`src/rtl/core/lzbd_pkg.sv`:
```
// Shared types and constants of the LZ back-reference packet decoder.
`default_nettype none

package lzbd_pkg;

    // Packet header fields of the first byte.
    localparam logic [7:0] LEN_MASK = 8'h3F;
    localparam logic [7:0] TAG_MASK = 8'hC0;

    // Four short packets share one recycled offset byte.
    localparam int unsigned RECYCLE_GROUPS = 4;
    localparam logic [1:0]  RECYCLE_LAST   = 2'(RECYCLE_GROUPS - 1);

    // A long packet's length byte is biased by this amount.
    localparam int unsigned LONG_LEN_BIAS = 3;

    // Offset reaches 1024 and length reaches 258.
    localparam int unsigned OFF_W  = 11;
    localparam int unsigned LEN_W  = 9;
    localparam int unsigned VCNT_W = 4;

    // Parser and copy states.
    typedef enum logic [4:0] {
        ST_IDLE      = 5'b00001,
        ST_SHORT_OFF = 5'b00010,
        ST_LONG_OFF  = 5'b00100,
        ST_LONG_LEN  = 5'b01000,
        ST_COPY      = 5'b10000
    } state_t;

    // Where the copy offset comes from.
    typedef enum logic [1:0] {
        OFF_RECYCLE = 2'd0,
        OFF_SHORT   = 2'd1,
        OFF_LONG    = 2'd2
    } off_sel_t;

    // Commands from the controller to the datapath.
    typedef struct packed {
        logic     literal_wr;
        logic     hold_first;
        logic     hold_off_low;
        logic     rec_update;
        logic     start_copy;
        off_sel_t off_sel;
    } cmd_t;

    // Status from the datapath to the controller.
    typedef struct packed {
        logic short_start;
        logic rec_last;
        logic copy_done;
    } status_t;

endpackage

`default_nettype wire

```
`src/rtl/core/lzbd_ctrl.sv`:
```
// Packet parser and copy sequencing state machine.
`default_nettype none

module lzbd_ctrl (
    input  logic              clk,
    input  logic              rst_n,
    input  logic              in_valid,
    input  logic              in_func,
    output logic              in_ready,
    input  lzbd_pkg::status_t status,
    output lzbd_pkg::cmd_t    cmd
);

    import lzbd_pkg::*;

    state_t state_reg;
    state_t state_next;
    logic   pkt_acc;

    // Requests are taken in every parse state; the copy holds the input off.
    always_comb
    begin
        in_ready       = (state_reg != ST_COPY);
        pkt_acc        = in_valid && in_ready && !in_func;
        cmd            = '0;
        cmd.off_sel    = OFF_SHORT;
        cmd.literal_wr = in_valid && in_ready && in_func;
        state_next     = state_reg;

        case (state_reg)
            ST_IDLE:
            begin
                if (pkt_acc)
                begin
                    cmd.hold_first = 1'b1;
                    if (status.short_start)
                    begin
                        cmd.rec_update = 1'b1;
                        if (status.rec_last)
                        begin
                            cmd.start_copy = 1'b1;
                            cmd.off_sel    = OFF_RECYCLE;
                            state_next     = ST_COPY;
                        end
                        else
                        begin
                            state_next = ST_SHORT_OFF;
                        end
                    end
                    else
                    begin
                        state_next = ST_LONG_OFF;
                    end
                end
            end
            ST_SHORT_OFF:
            begin
                if (pkt_acc)
                begin
                    cmd.start_copy = 1'b1;
                    cmd.off_sel    = OFF_SHORT;
                    state_next     = ST_COPY;
                end
            end
            ST_LONG_OFF:
            begin
                if (pkt_acc)
                begin
                    cmd.hold_off_low = 1'b1;
                    state_next       = ST_LONG_LEN;
                end
            end
            ST_LONG_LEN:
            begin
                if (pkt_acc)
                begin
                    cmd.start_copy = 1'b1;
                    cmd.off_sel    = OFF_LONG;
                    state_next     = ST_COPY;
                end
            end
            ST_COPY:
            begin
                if (status.copy_done)
                begin
                    state_next = ST_IDLE;
                end
            end
            default:
            begin
                state_next = ST_IDLE;
            end
        endcase
    end

    // State register.
    always_ff @(posedge clk or negedge rst_n)
    begin
        if (!rst_n)
        begin
            state_reg <= ST_IDLE;
        end
        else
        begin
            state_reg <= state_next;
        end
    end

endmodule

`default_nettype wire

```
`config.mk`:
```
export PLATFORM = sky130hd
export DESIGN_NAME = lzbd_ctrl
export DESIGN_NICKNAME = d
export VERILOG_FILES = /design/src/rtl/core/lzbd_pkg.sv /design/src/rtl/core/lzbd_ctrl.sv
export SDC_FILE = /design/constraint.sdc
export NUM_CORES = 1
export LEC_CHECK = 0
export ABC_AREA = 1
export BUFFER_PORTS_ARGS = -buffer_cell sky130_fd_sc_hd__buf_2
export CELL_PAD_IN_SITES_DETAIL_PLACEMENT = 1
export CELL_PAD_IN_SITES_GLOBAL_PLACEMENT = 1
export CORE_UTILIZATION = 30
export DETAILED_ROUTE_END_ITERATION = 6
export PLACE_DENSITY = 0.75
export SETUP_SLACK_MARGIN = 0.1
export SLEW_MARGIN = 25
export SYNTH_ARGS = -nofsm -noshare
export SYNTH_HDL_FRONTEND = slang
export SYNTH_SLANG_ARGS = --single-unit
```
`constraint.sdc`:
```
create_clock -name clk -period 1.52 [get_ports clk]
set_input_delay 0.152 -clock clk [delete_from_list [all_inputs] [get_ports clk]]
set_output_delay 0.152 -clock clk [all_outputs]
set_load 0.03 [all_outputs]
```
# Word-level counts from Yosys, hierarchy flattened
# Index checks and enable logic that the tools add are counted.
[classes]
mux = 17
reduce_logical = 6
n_eq_ne = 10
[ops]
columns = ["cell", "count"]
rows = [
  ["$mux 5", 6],
  ["$pmux 5 s4", 1],
  ["$mux 3", 3],
  ["$pmux 3 s3", 1],
  ["$mux 4", 2],
  ["$ne 2x2->1 const B", 3],
  ["$eq 5x1->1 const B", 1],
  ["$eq 5x2->1 const B", 1],
  ["$eq 5x3->1 const B", 1],
  ["$eq 5x4->1 const B", 1],
  ["$eq 5x5->1 const B", 1],
  ["$ne 5x5->1 const B", 1],
  ["$mux 1", 4],
  ["$reduce_and 4->1", 1],
  ["$logic_and 1x1->1", 3],
  ["$ne 2x1->1 const B", 1],
  ["$reduce_or 2->1", 1],
  ["$logic_not 1->1", 1],
]
[totals]
reg_bits = 5
elab_cells = 34
inputBits = 7
output_inout_bits = 8

# Logic depth before layout (Yosys ltp)
# Gate-level depths: netlist (run 1).
[logic_depth]
word_depth = 5
depth_mapped = 8

# Worst setup path after synthesis (run 1)
# No wires, ideal clock.
[synth_timing]
path_kind = "reg2out"
startpoint = "register state_reg[0]"
endpoint = "output port cmd[3] (netlist bit)"
required_ns = 1.368
path_stages_with_launch = 5
path_buffers = 0
arrival_time_ns = 1.600
setup_slack_ns = -0.232
path_cell_list = "dfstp_2 nor2_4 nand3_4 nand3_2 nor3_1"
[synth_rtl]
columns = ["item", "line_no", "rtl"]
rows = [
  ["start, declared", "lzbd_ctrl.sv:16", "state_t state_reg;"],
  ["start signal, assigned", "lzbd_ctrl.sv:105", "state_reg <= state_next;"],
  ["end, declared", "lzbd_ctrl.sv:11", "output lzbd_pkg::cmd_t cmd"],
]

==> results summary, run 1 <==
The critical path starts at state_reg[1]. The die width came out at 38.36 µm. The count of inserted antenna diode cells came out at 0. The post-synth net total is 64. The critical path is of the reg -> out type. The number of endpoints failing setup at the final stage is 9.

In this run, synthesis inferred 0 flip-flops with an integrated enable. The setup slack on the worst flop-to-flop path is -30 ps. IR analysis of the VDD net gives a maximum drop of approximately 0.00075 V.

The worst slew slack as a fraction of its limit came out at a little over four fifths. The number of nets in the final layout is 96. The worst register-to-register path begins at state_reg[0]. The total wire length after detailed routing came out at roughly 1700 µm.

After detailed routing, the number of vias per cell comes to around 5.1. The remaining global-route overflow came out at 0. Sequential elements use around a third of the synthesized area. 15 I/O pins were placed. The worst setup slack before clock tree synthesis is about 38 ps. Global routing used 20.96% of the available tracks. The post-synthesis to final-layout area growth is 81.70%.

The fraction of final layout cells sized beyond drive strength 1 came out at a little under three fifths. The final hold violation count came out at 0. Counting I/O delays and the setup requirement, the final critical path takes between 1500 and 2000 ps. In the post-synthesis netlist, the biggest area contributors are sky130_fd_sc_hd__dfrtp_1, sky130_fd_sc_hd__nor2_1, sky130_fd_sc_hd__nand2_1, sky130_fd_sc_hd__nand3_1, sky130_fd_sc_hd__dfstp_2.

The start point of the worst hold path is status[1]. STA classifies the critical path startpoint as a flip-flop. After synthesis the netlist holds a flip-flop and latch count of 5.

The iteration-0 DRC count of the detailed router is 7. The top fanout value on the critical path is 4. The depth of the CTS H-tree is 1.

Combinational logic is responsible for approximately 63% of the overall power. The clock power share came out at between 10% and 20%. For the pin with the worst max-slew slack, the measured transition is between 200 and 250 ps. In the routed design, unresolved DRC markers number 0. The maximum frequency from static timing analysis is 573.0 MHz. The standard-cell row count came out at 12. The proportion of power drawn by flip-flops and latches is between 20% and 30%. The die covers ~0.0015 mm². After layout, the worst path uses 114.8% of the clock period. The number of detailed-routing iterations run before antenna repair is 3.

The count of warnings emitted by yosys is 0. Once the floorplan was initialized, standard cells occupied about 34% of the core. The synthesized instance count is 57.

The clock-pin slew on the worst setup and hold paths came out at approximately 40 ps. Net switching is 49.09% of the power. Entering global routing, the biggest net connects 9 pins.

The net switching power is 0.0005347 W. The internal portion of total power came out at between 0.0005 and 0.0006 W. Counting along the longest clock path gives a buffer depth of 2. The average wire per standard cell came out at 16.94 µm. The most instantiated library cell after synthesis is sky130_fd_sc_hd__nor2_1. The register with the most flip-flops in the layout has 5 of them. The clock latency at the later pin of the worst-skew pair came out at around 250 ps. In this run the critical register-to-register path is captured at state_reg[1]. The floorplan step set the die height to ~38 µm. The number of antenna violations at the first check in global routing was 0. Leaving out filler cells and counting taps, the final layout contains approximately 100.

The count of nets left with antenna violations once routing finished came out at 0. The required time reported for the critical path endpoint is about 1400 ps. The worst min-delay path category is in -> reg.

The last element of the critical path is cmd[2]. The number of distinct library cells after synthesis came out at 19. The routability-driven placement congestion ratio is 0.7452. In this run the power density over the cells is around 1500 mW/mm².

The wire-length estimate of the detail-placed layout is 878.2 µm. The largest area contributor in the netlist is sky130_fd_sc_hd__dfrtp_1. Max-cap violations in this run came to 0. The count of buffers inserted at the top-level ports came out at 14. The total number of vias came out at approximately 520. The depth of the worst register-to-register path came out at 9. Setup repair after global routing could not meet its margin everywhere. The post-synthesis async set-or-reset flop share came out at 100.0%. The clock root buffer master is sky130_fd_sc_hd__clkbuf_4. The global-route wire length before repair came out at 2083 µm. The via count of the first global-routing pass was ~500. The setup skew after layout came out at around 0.27 ps.

The total clock buffers created by CTS is 3. The slack of the critical path is -225.3 ps. Counting instances, the worst hold path has a depth of 4. The flow ran to the end, but the final reports show violations. The synthesized area divided by synthesized cell count is roughly 7 µm². The placed instance count came out at 85. After synthesis the cells add up to between 300 and 400 µm².

The number of max-slew violations in the final report came out at 0. The floorplan step defined a core boundary enclosing about 0.0012 mm². The final reports fail on negative setup slack.

Among all flip-flop cells after synthesis, the most frequent one is sky130_fd_sc_hd__dfrtp_1. The endpoint arrival time on the critical path is ~1600 ps. The standby leakage power is roughly 0.37 nW. Counting instances in the post-synthesis netlist gives the leading cell types as sky130_fd_sc_hd__nor2_1, sky130_fd_sc_hd__nand2_1, sky130_fd_sc_hd__inv_1, sky130_fd_sc_hd__nand3_1, sky130_fd_sc_hd__dfrtp_1. The clock net sink count is 5.

The share of synthesized area in the top cell type comes to between 20% and 30%. The clock tree from TritonCTS is yes. The capturing element type of the critical path is an output port.
[repair_timing]
item / in CTS / in global routing
pin swaps: 6 / 3
setup buffers: 6 / 5
hold endpoints to repair: 5 / 0
cloned: 1 / 0
endpoints found under the setup margin: 10 / 12
hold buffers: 1 / 0
resized for setup: 13 / 13
[area by class of cell]
class	count	area, µm²
multi-input cells	44	311.5
repair buffers	27	207.7
fillers	151	450.4
inverters	8	30.03
well taps	14	17.52
flip-flops and latches	5	127.6
clock buffers	4	26.28
[worst max-delay path: stages, from the launching register on]
cell and delay (ps):
sky130_fd_sc_hd__dfrtp_2 440, sky130_fd_sc_hd__buf_4 150, sky130_fd_sc_hd__inv_1 50, sky130_fd_sc_hd__nor2_1 40, sky130_fd_sc_hd__nand3_1 100, sky130_fd_sc_hd__nand2_2 100, sky130_fd_sc_hd__o21bai_1 230, sky130_fd_sc_hd__inv_1 80
sky130_fd_sc_hd__buf_6 140
[placed cells by master (no fill, tap or decap), drive strengths merged]
cell type,n
o211ai,1
inv,8
o21bai,1
nand3,10
dfrtp,4
or2,1
clkbuf,4
nor2,14
nor3,2
o21ai,1
nand2,11
a21boi,1
dfstp,1
nand4,1
a22o,1
buf,26
dlygate4sd3,1
[power by group through the flow]
stage | Combinational (W) | Sequential, W | Clock, W
after global placement | 0.000489 | 0.000236 | 0
after detailed placement | 0.000493 | 0.000241 | 0
after CTS | 0.000613 | 0.000239 | 0.000161
after global routing | 0.000742 | 0.000254 | 0.000170
after floorplan | 0.000375 | 0.000230 | 0
final | 0.000682 | 0.000248 | 0.000159
[worst min path at each step]
stage	slack (ps)	endpoint
final	230	state_reg[1]
after global routing	240	state_reg[1]
after CTS	220	state_reg[1]
after detailed placement	-30	state_reg[3]
after global placement	-30	state_reg[2]
after floorplan	-140	state_reg[1]
[through the flow]
| stage | power (W) | cell area [µm²] | TNS, ps | hold slack (ps) | utilization (%) |
|---|---|---|---|---|---|
| global placement | 0.0007244 | 499.2 | 0 | -28.01 | 42.63 |
| global route | 0.001166 | 720.7 | -1617 | 236.7 | 61.54 |
| CTS | 0.001013 | 636.9 | -553.9 | 221.1 | 54.38 |
| floorplan | 0.0006054 | 409.1 | -75.16 | -143.6 | - |
| finish | 0.001089 | 720.7 | -825.5 | 230.5 | 61.54 |
| detailed placement | 0.0007343 | 499.2 | 0 | -27.17 | 42.63 |
[kinds of logic after synthesis]
| group | after synthesis | synth area share (%) |
|---|---|---|
| flops | 5 | 31.86 |
| simple gates | 38 | 50.16 |
| compound gates | 5 | 9.150 |
| buf+inv | 9 | 8.832 |
[layer usage]
| metal | wire length [µm] | GRT usage (%) | part of all wire, % | up-vias |
|---|---|---|---|---|
| met2 | 975 | 38.98 | 56 | 14 |
| met4 | 39 | 5.172 | 2.3 | 0 |
| met5 | 0 | 0 | 0 | - |
| met1 | 650 | 22.38 | 38 | 256 |
| li1 | - | - | - | 250 |
| met3 | 62 | 6.977 | 3.6 | 4 |
No activity file was read; power rests on OpenSTA's default activity.
==> inputs of run 2 (changes only) <==
--- a/config.mk
+++ b/config.mk
@@ -9,6 +9,7 @@
 export BUFFER_PORTS_ARGS = -buffer_cell sky130_fd_sc_hd__buf_2
 export CELL_PAD_IN_SITES_DETAIL_PLACEMENT = 1
 export CELL_PAD_IN_SITES_GLOBAL_PLACEMENT = 1
+export CORE_MARGIN = 2
 export CORE_UTILIZATION = 30
 export DETAILED_ROUTE_END_ITERATION = 6
 export PLACE_DENSITY = 0.75
==> constraint.sdc (replaced) <==
create_clock -name clk -period 1.52 [get_ports clk]
set_input_delay 0.152 -clock clk [delete_from_list [all_inputs] [get_ports clk]]
set_output_delay 0.152 -clock clk [all_outputs]
set_load 0.1 [all_outputs]
==> run 2 against run 1 <==
The flow still finishes with violations (negative setup slack). Cell area is 12% higher. Worst setup slack got worse by 30 ps. Via count shrank 1.5%. Maximum frequency down 1.7%. Sequential share of layout area is 1.9 points lower. Core utilization rose by 2.3 points. Power rose by 34%.
==> results summary, run 2 (synthesis gave the netlist of run 1 again) <==
The iteration-0 DRC count of the detailed router came out at 4. The capturing element type of the critical path is an output port. The number of top-level pins is 15. The net switching power is roughly 0.0008 W. The period utilization came out at 116.8%.

The maximum frequency from static timing analysis is between 500 and 600 MHz. In this run, the clock network consumes between 10% and 20% of the power. The total DRC errors in the routed layout came out at 0. The detailed placement HPWL came out at around 1100 µm. The post-synthesis to final-layout area growth is 104.1%.

The remaining global-route overflow came out at 0. Leaving out fill and tap cells, the most frequent cells in the layout are sky130_fd_sc_hd__nand2_1, sky130_fd_sc_hd__buf_12, sky130_fd_sc_hd__nor2_1, sky130_fd_sc_hd__nand3_2, sky130_fd_sc_hd__buf_4. The die is a little over 40 µm tall. Routability-driven placement finished with a final weighted congestion of between 0.7 and 0.8. The count of inserted antenna diode cells is 0.

The number of maximum-capacitance violations is 0. The region available for standard cell placement spans ~0.0013 mm². After detailed routing, the wire length on met1 is around 660 µm. Setup repair after global routing could not meet its margin everywhere. TritonCTS built the clock tree. The internal portion of total power is around 0.00066 W. The logic gate share of total power is around 72%. The average via count per standard cell is 5.160. The starting density of the core came out at between 30% and 40%. The clock-pin slew on the worst setup and hold paths is 50 ps. In this run switching power makes up ~55% of total power. The cell sitting at the root of the clock tree is a sky130_fd_sc_hd__clkbuf_4. Subtracting the final worst setup slack from the clock period gives approximately 1800 ps. The count of nets left with antenna violations after detail routing is 0.

The global-route wire length before repair came out at around 2700 µm. The number of nets in the final layout came out at 93. The total met3 wirelength after detailed routing came out at between 30 and 40 µm. In this run the critical register-to-register path is launched from state_reg[0]. The topmost layer with routed signal wires is met4. The total clock buffers created by CTS is 3. The share of total power dissipated in sequential elements is ~17%.

The die width came out at 40.36 µm. In this run the static leakage power is 0.3695 nW. The type of origin of the critical path is a flip-flop.

The depth of the worst register-to-register path came out at 8. The via count of the first global-routing pass came out at 574. In the final layout, the share of cells above drive strength 1 is 61.18%. The number of max-slew violations in the final report was 0. The count of buffers added on input and output ports is 14. The floorplan step defined a die boundary enclosing around 0.0016 mm². In this run the critical register-to-register path is captured at state_reg[2]. The clock latency at the later pin of the worst-skew pair came out at approximately 240 ps. Leaving out fill and tap cells, the most frequent cell in the layout is sky130_fd_sc_hd__nand2_1. Along the worst path, the maximum fanout reaches 4. In this run the worst setup path begins at state_reg[0]. The global-route total usage across every layer came out at about 26%. The first TritonRoute pass finished after 4 iterations. The pin count of the biggest net entering global routing came out at 9.

The worst register-to-register path has a setup slack of -40 ps. The checks that failed: negative setup slack. The clock passes through at most 2 buffers. The slack of the critical path is -255.4 ps. The worst hold path cell count came out at 4.

The routed length on met2 is 929 µm. The endpoint arrival time on the critical path is between 1500 and 2000 ps. By startpoint and endpoint, the worst setup path is classified as reg -> out. Hold is met by ~220 ps.

The slew of the pin with the lowest slew margin came out at roughly 280 ps. The flip-flop count of the largest register, all copies and words added is 5. The worst min-delay path category is in -> reg.

The power density relative to cell area is between 1500 and 2000 mW/mm². The hold path endpoint is state_reg[1]. The total number of vias came out at between 500 and 600. The number of endpoints failing setup at the final stage is 10. The worst slew slack as a fraction of its limit came out at ~81%.

The run finished, with violations left. The cell area reported after detailed placement is 673.1 µm². The setup skew after layout is between 3 and 4 ps.

The final hold violation count is 0. The required time reported for the critical path endpoint is around 1400 ps. The average wire per standard cell is between 15 and 20 µm. The final cell area excluding filler cells came out at between 800 and 900 µm². The clock net sink count is 5.

The number of antenna violations at the first check in global routing was 0. CTS built an H-tree with a depth of 1. The worst hold path begins at status[1]. Row generation in the floorplan step produced 13 rows.

The total wire length after detailed routing is about 1700 µm. The worst-case IR drop observed on VDD is between 0.0008 and 0.0009 V.
## run 2: cell count changes in the layout (fill, tap and decap cells not counted), sizes merged
| cell | change |
|---|---|
| buf | -3 |
| clkinvlp | +1 |
| inv | -1 |
## run 2: what timing repair did
action | in CTS | in global routing
endpoints found under the setup margin | 12 | 12
pin swaps | 5 | 4
hold buffers | 1 | 0
endpoints found under the hold margin | 5 | 0
cloned | 1 | 0
gates resized for setup | 11 | 4
setup buffers | 5 | 0
## run 2: critical path: stages (launching register included)
cell and delay, ps:
sky130_fd_sc_hd__dfstp_2 590, sky130_fd_sc_hd__nor2_1 60, sky130_fd_sc_hd__nand3_1 100, sky130_fd_sc_hd__nand2_2 90, sky130_fd_sc_hd__o21bai_2 210, sky130_fd_sc_hd__clkinvlp_4 140
sky130_fd_sc_hd__buf_12 180
## run 2: layer usage
layer / up-vias / track usage [%]
li1: 248 / -
met1: 249 / 30.33
met2: 15 / 43.65
met3: 4 / 1.667
met4: 0 / 16.67
met5: - / 0
## run 2: how the worst max path moves through the flow
| stage | endpoint | cells past startpoint |
|---|---|---|
| finish | cmd[2] | 6 |
| global route | cmd[0] | 7 |
| CTS | cmd[0] | 4 |
| detailed placement | cmd[0] | 6 |
| global placement | cmd[0] | 6 |
| floorplan | cmd[0] | 5 |
## run 2: power groups by stage
| stage | sequential (W) | combinational, W | clock (W) |
|---|---|---|---|
| floorplan | 0.000230 | 0.000595 | 0 |
| global placement | 0.000239 | 0.000910 | 0 |
| detailed placement | 0.000245 | 0.000935 | 0 |
| CTS | 0.000243 | 0.00102 | 0.000155 |
| global route | 0.000252 | 0.00111 | 0.000172 |
| finish | 0.000247 | 0.00105 | 0.000158 |
## run 2: cell type report
| class | instances | area (µm²) |
|---|---|---|
| inverters | 8 | 33.78 |
| repair buffers | 24 | 275.3 |
| multi-input cells | 44 | 327.8 |
| fillers | 145 | 459.2 |
| clock buffers | 4 | 26.28 |
| well taps | 15 | 18.77 |
| flip-flops and latches | 5 | 127.6 |
## run 2: stage by stage
step | utilization, % | setup TNS [ps] | total power [W] | std cells | worst slack (ps)
2_1_floorplan | - | -5698 | 0.0008251 | 57 | -1258
3_3_place_gp | 53.06 | 0 | 0.001149 | 89 | 11.79
3_5_place_dp | 53.06 | -89.45 | 0.001180 | 89 | -61.94
4_1_cts | 62.62 | -1339 | 0.001423 | 100 | -219.4
5_1_grt | 63.81 | -2067 | 0.001535 | 100 | -339.7
6_report | 63.81 | -1429 | 0.001459 | 100 | -255.4
==> inputs of run 3 (changes only) <==
--- a/config.mk
+++ b/config.mk
@@ -14,6 +14,7 @@
 export DETAILED_ROUTE_END_ITERATION = 6
 export PLACE_DENSITY = 0.75
 export SETUP_SLACK_MARGIN = 0.1
+export SKIP_CTS_REPAIR_TIMING = 1
 export SLEW_MARGIN = 25
 export SYNTH_ARGS = -nofsm -noshare
 export SYNTH_HDL_FRONTEND = slang
==> constraint.sdc (replaced) <==
create_clock -name clk -period 2.3 [get_ports clk]
set_input_delay 0.23 -clock clk [delete_from_list [all_inputs] [get_ports clk]]
set_output_delay 0.23 -clock clk [all_outputs]
set_load 0.1 [all_outputs]
==> run 3 against run 2 <==
The flow now finishes without violations. Clock power decreased by 33%. Sequential power decreased by 37%. First-iteration DRC count decreased by 25%. Clock-buffer cell count unchanged. Worst hold slack improved by 65 ps. Wire length decreased by 36%. Non-clock buffer count decreased by 9. Cell area decreased by 34%. Critical path depth unchanged. Power decreased by 50%. Sequential share of layout area increased by 8.0 points. Global-route usage decreased by 7.1 points.
==> results summary, run 3 (synthesis gave the netlist of run 1 again) <==
The slack of the critical path came out at 286.5 ps. The clock-pin slew on the worst setup and hold paths is ~40 ps. The endpoint arrival time on the critical path is roughly 1800 ps. The run finished with clean final reports.

The die width came out at roughly 40 µm. The starting density of the core is between 30% and 40%. In this run the most critical hold path is launched from status[1]. The average via count per standard cell came out at approximately 4.8. The number of maximum-capacitance violations came out at 0. The number of max-slew violations in the final report is 0. The final hold violation count came out at 0. In the layout the commonest cells are sky130_fd_sc_hd__buf_2, sky130_fd_sc_hd__nor2_1, sky130_fd_sc_hd__nand2_1.

The placeable core region came out at between 0.001 and 0.0015 mm². For the worst flop-to-flop path, the logic depth is 7. The number of detailed-routing iterations run before antenna repair came out at 3. The total clock buffers created by CTS is 3. The number of top-level pins came out at 15. The detailed placement HPWL is 861 µm.

The count of nets left with antenna violations after detail routing came out at 0. The path class of the tightest hold or removal check is in -> reg. The worst hold path passes through 4 cells.

The post-synthesis to final-layout area growth is 34.07%. Clock skew on the completed layout was measured at about 0.2 ps. The time the final worst path needs with I/O delays and setup came out at between 2000 and 2500 ps. The standard-cell row count came out at 13.

The count of inserted antenna diode cells is 0. The power density relative to cell area is ~1400 mW/mm². Setup repair after global routing left no endpoint under its margin.

The worst setup path is captured at an output port. Clock latency on the worst-skew pair, taken at its later pin, is approximately 250 ps. In this run the vertical extent of the chip is 40.36 µm. The total DRC errors in the routed layout is 0.

The number of buffers between clock root and the deepest sink is 2. The via count of the first global-routing pass came out at 405. The iteration-0 DRC count of the detailed router is 3. The flip-flop count of the largest register, all copies and words added came out at 5. For the pin with the worst max-slew slack, the measured transition is slightly below 500 ps.

The routability-driven placement congestion ratio is between 0.7 and 0.8. In this run the critical register-to-register path is captured at state_reg[1]. STA classifies the critical path startpoint as a flip-flop.

The clock tree from TritonCTS is yes. The worst slew slack as a fraction of its limit came out at about two thirds. The required time reported for the critical path endpoint came out at between 2000 and 2500 ps. The number of antenna violations at the first check in global routing came out at 0. The type of the setup path with the least slack is reg -> out. The standby leakage power is between 0.2 and 0.3 nW. The routed layout has 429 vias. For hold timing, the worst endpoint is state_reg[1]. After routing, the total negative slack on setup checks comes to 0 ps. The pin count of the biggest net entering global routing came out at 11. Leaving out fill and tap cells, the most frequent cell in the layout is sky130_fd_sc_hd__buf_2. The top fanout value on the critical path is 10. Power comes to ~0.00073 W. The count of buffers inserted at the top-level ports came out at 14. The clock net sink count came out at 5. The global-route total usage across every layer is roughly 18%. The number of endpoints failing setup at the final stage is 0. The die area came out at approximately 0.0016 mm². The depth of the CTS H-tree is 1.

The final critical path takes up 87.54% of the cycle. The maximum frequency from static timing analysis is slightly below 500 MHz. In the final routed layout, each cell accounts on average for 11.89 µm. The worst register-to-register path begins at state_reg[0]. In the final design database the tool counted 83 nets.

The worst setup slack before clock tree synthesis is roughly 550 ps. The peak supply drop came out at around 0.00055 V. Summed over all layers, the routed wires come to roughly 1100 µm. The remaining global-route overflow is 0. The global-route wire length before repair is 1725 µm. The fraction of final layout cells sized beyond drive strength 1 is 36.00%.

The setup slack on the worst flop-to-flop path is around 790 ps. In this run the clock root is driven by a sky130_fd_sc_hd__clkbuf_4.
[run 3: how the worst max path moves through the flow]
stage / start / to / slack [ps] / cells after the start
6_report: state_reg[0] / cmd[2] / 290 / 6
5_1_grt: state_reg[3] / cmd[0] / 160 / 6
4_1_cts: state_reg[0] / cmd[2] / 270 / 6
3_5_place_dp: state_reg[0] / cmd[2] / 550 / 6
3_3_place_gp: state_reg[1] / cmd[0] / 570 / 6
2_1_floorplan: state_reg[1] / cmd[0] / -560 / 5
[run 3: stage by stage]
stage               instance area (µm²)  util (%)  hold slack [ps]  cells
floorplan                         411.6         -           -65.59     57
CTS                               521.8     41.12           -220.6     89
detailed placement                495.5     39.05            50.69     85
global placement                  495.5     39.05            51.36     85
global route                      531.8     41.91            319.2     90
finish                            531.8     41.91            289.3     90
[run 3: per-layer routing]
metal	vias to the layer above	wire (µm)	GRT usage, %
met4	0	44	20.00
met5	-	0	0
li1	220	-	-
met3	4	47	10.00
met1	195	437	16.94
met2	10	540	27.38
[run 3: power by group]
part	total (W)	internal, W	switching [W]
Clock	0.000106	0.0000658	0.0000401
Combinational	0.000464	0.000105	0.000359
Sequential	0.000156	0.000119	0.0000369
[run 3: area by class of cell]
cell class	instances	area [µm²]
Clock buffer	4	26.28
Timing Repair Buffer	15	80.08
Tap cell	15	18.77
Fill cell	178	737.0
Sequential cell	5	126.4
Inverter	8	30.03
Multi-Input combinational cell	43	250.2
[run 3: worst max-delay path: stages (launching register included)]
cell and delay, ps:
sky130_fd_sc_hd__dfstp_2 580, sky130_fd_sc_hd__nor2_4 60, sky130_fd_sc_hd__nand3_4 80, sky130_fd_sc_hd__nand3_4 130, sky130_fd_sc_hd__o21bai_1 210, sky130_fd_sc_hd__inv_1 60, sky130_fd_sc_hd__buf_2 410
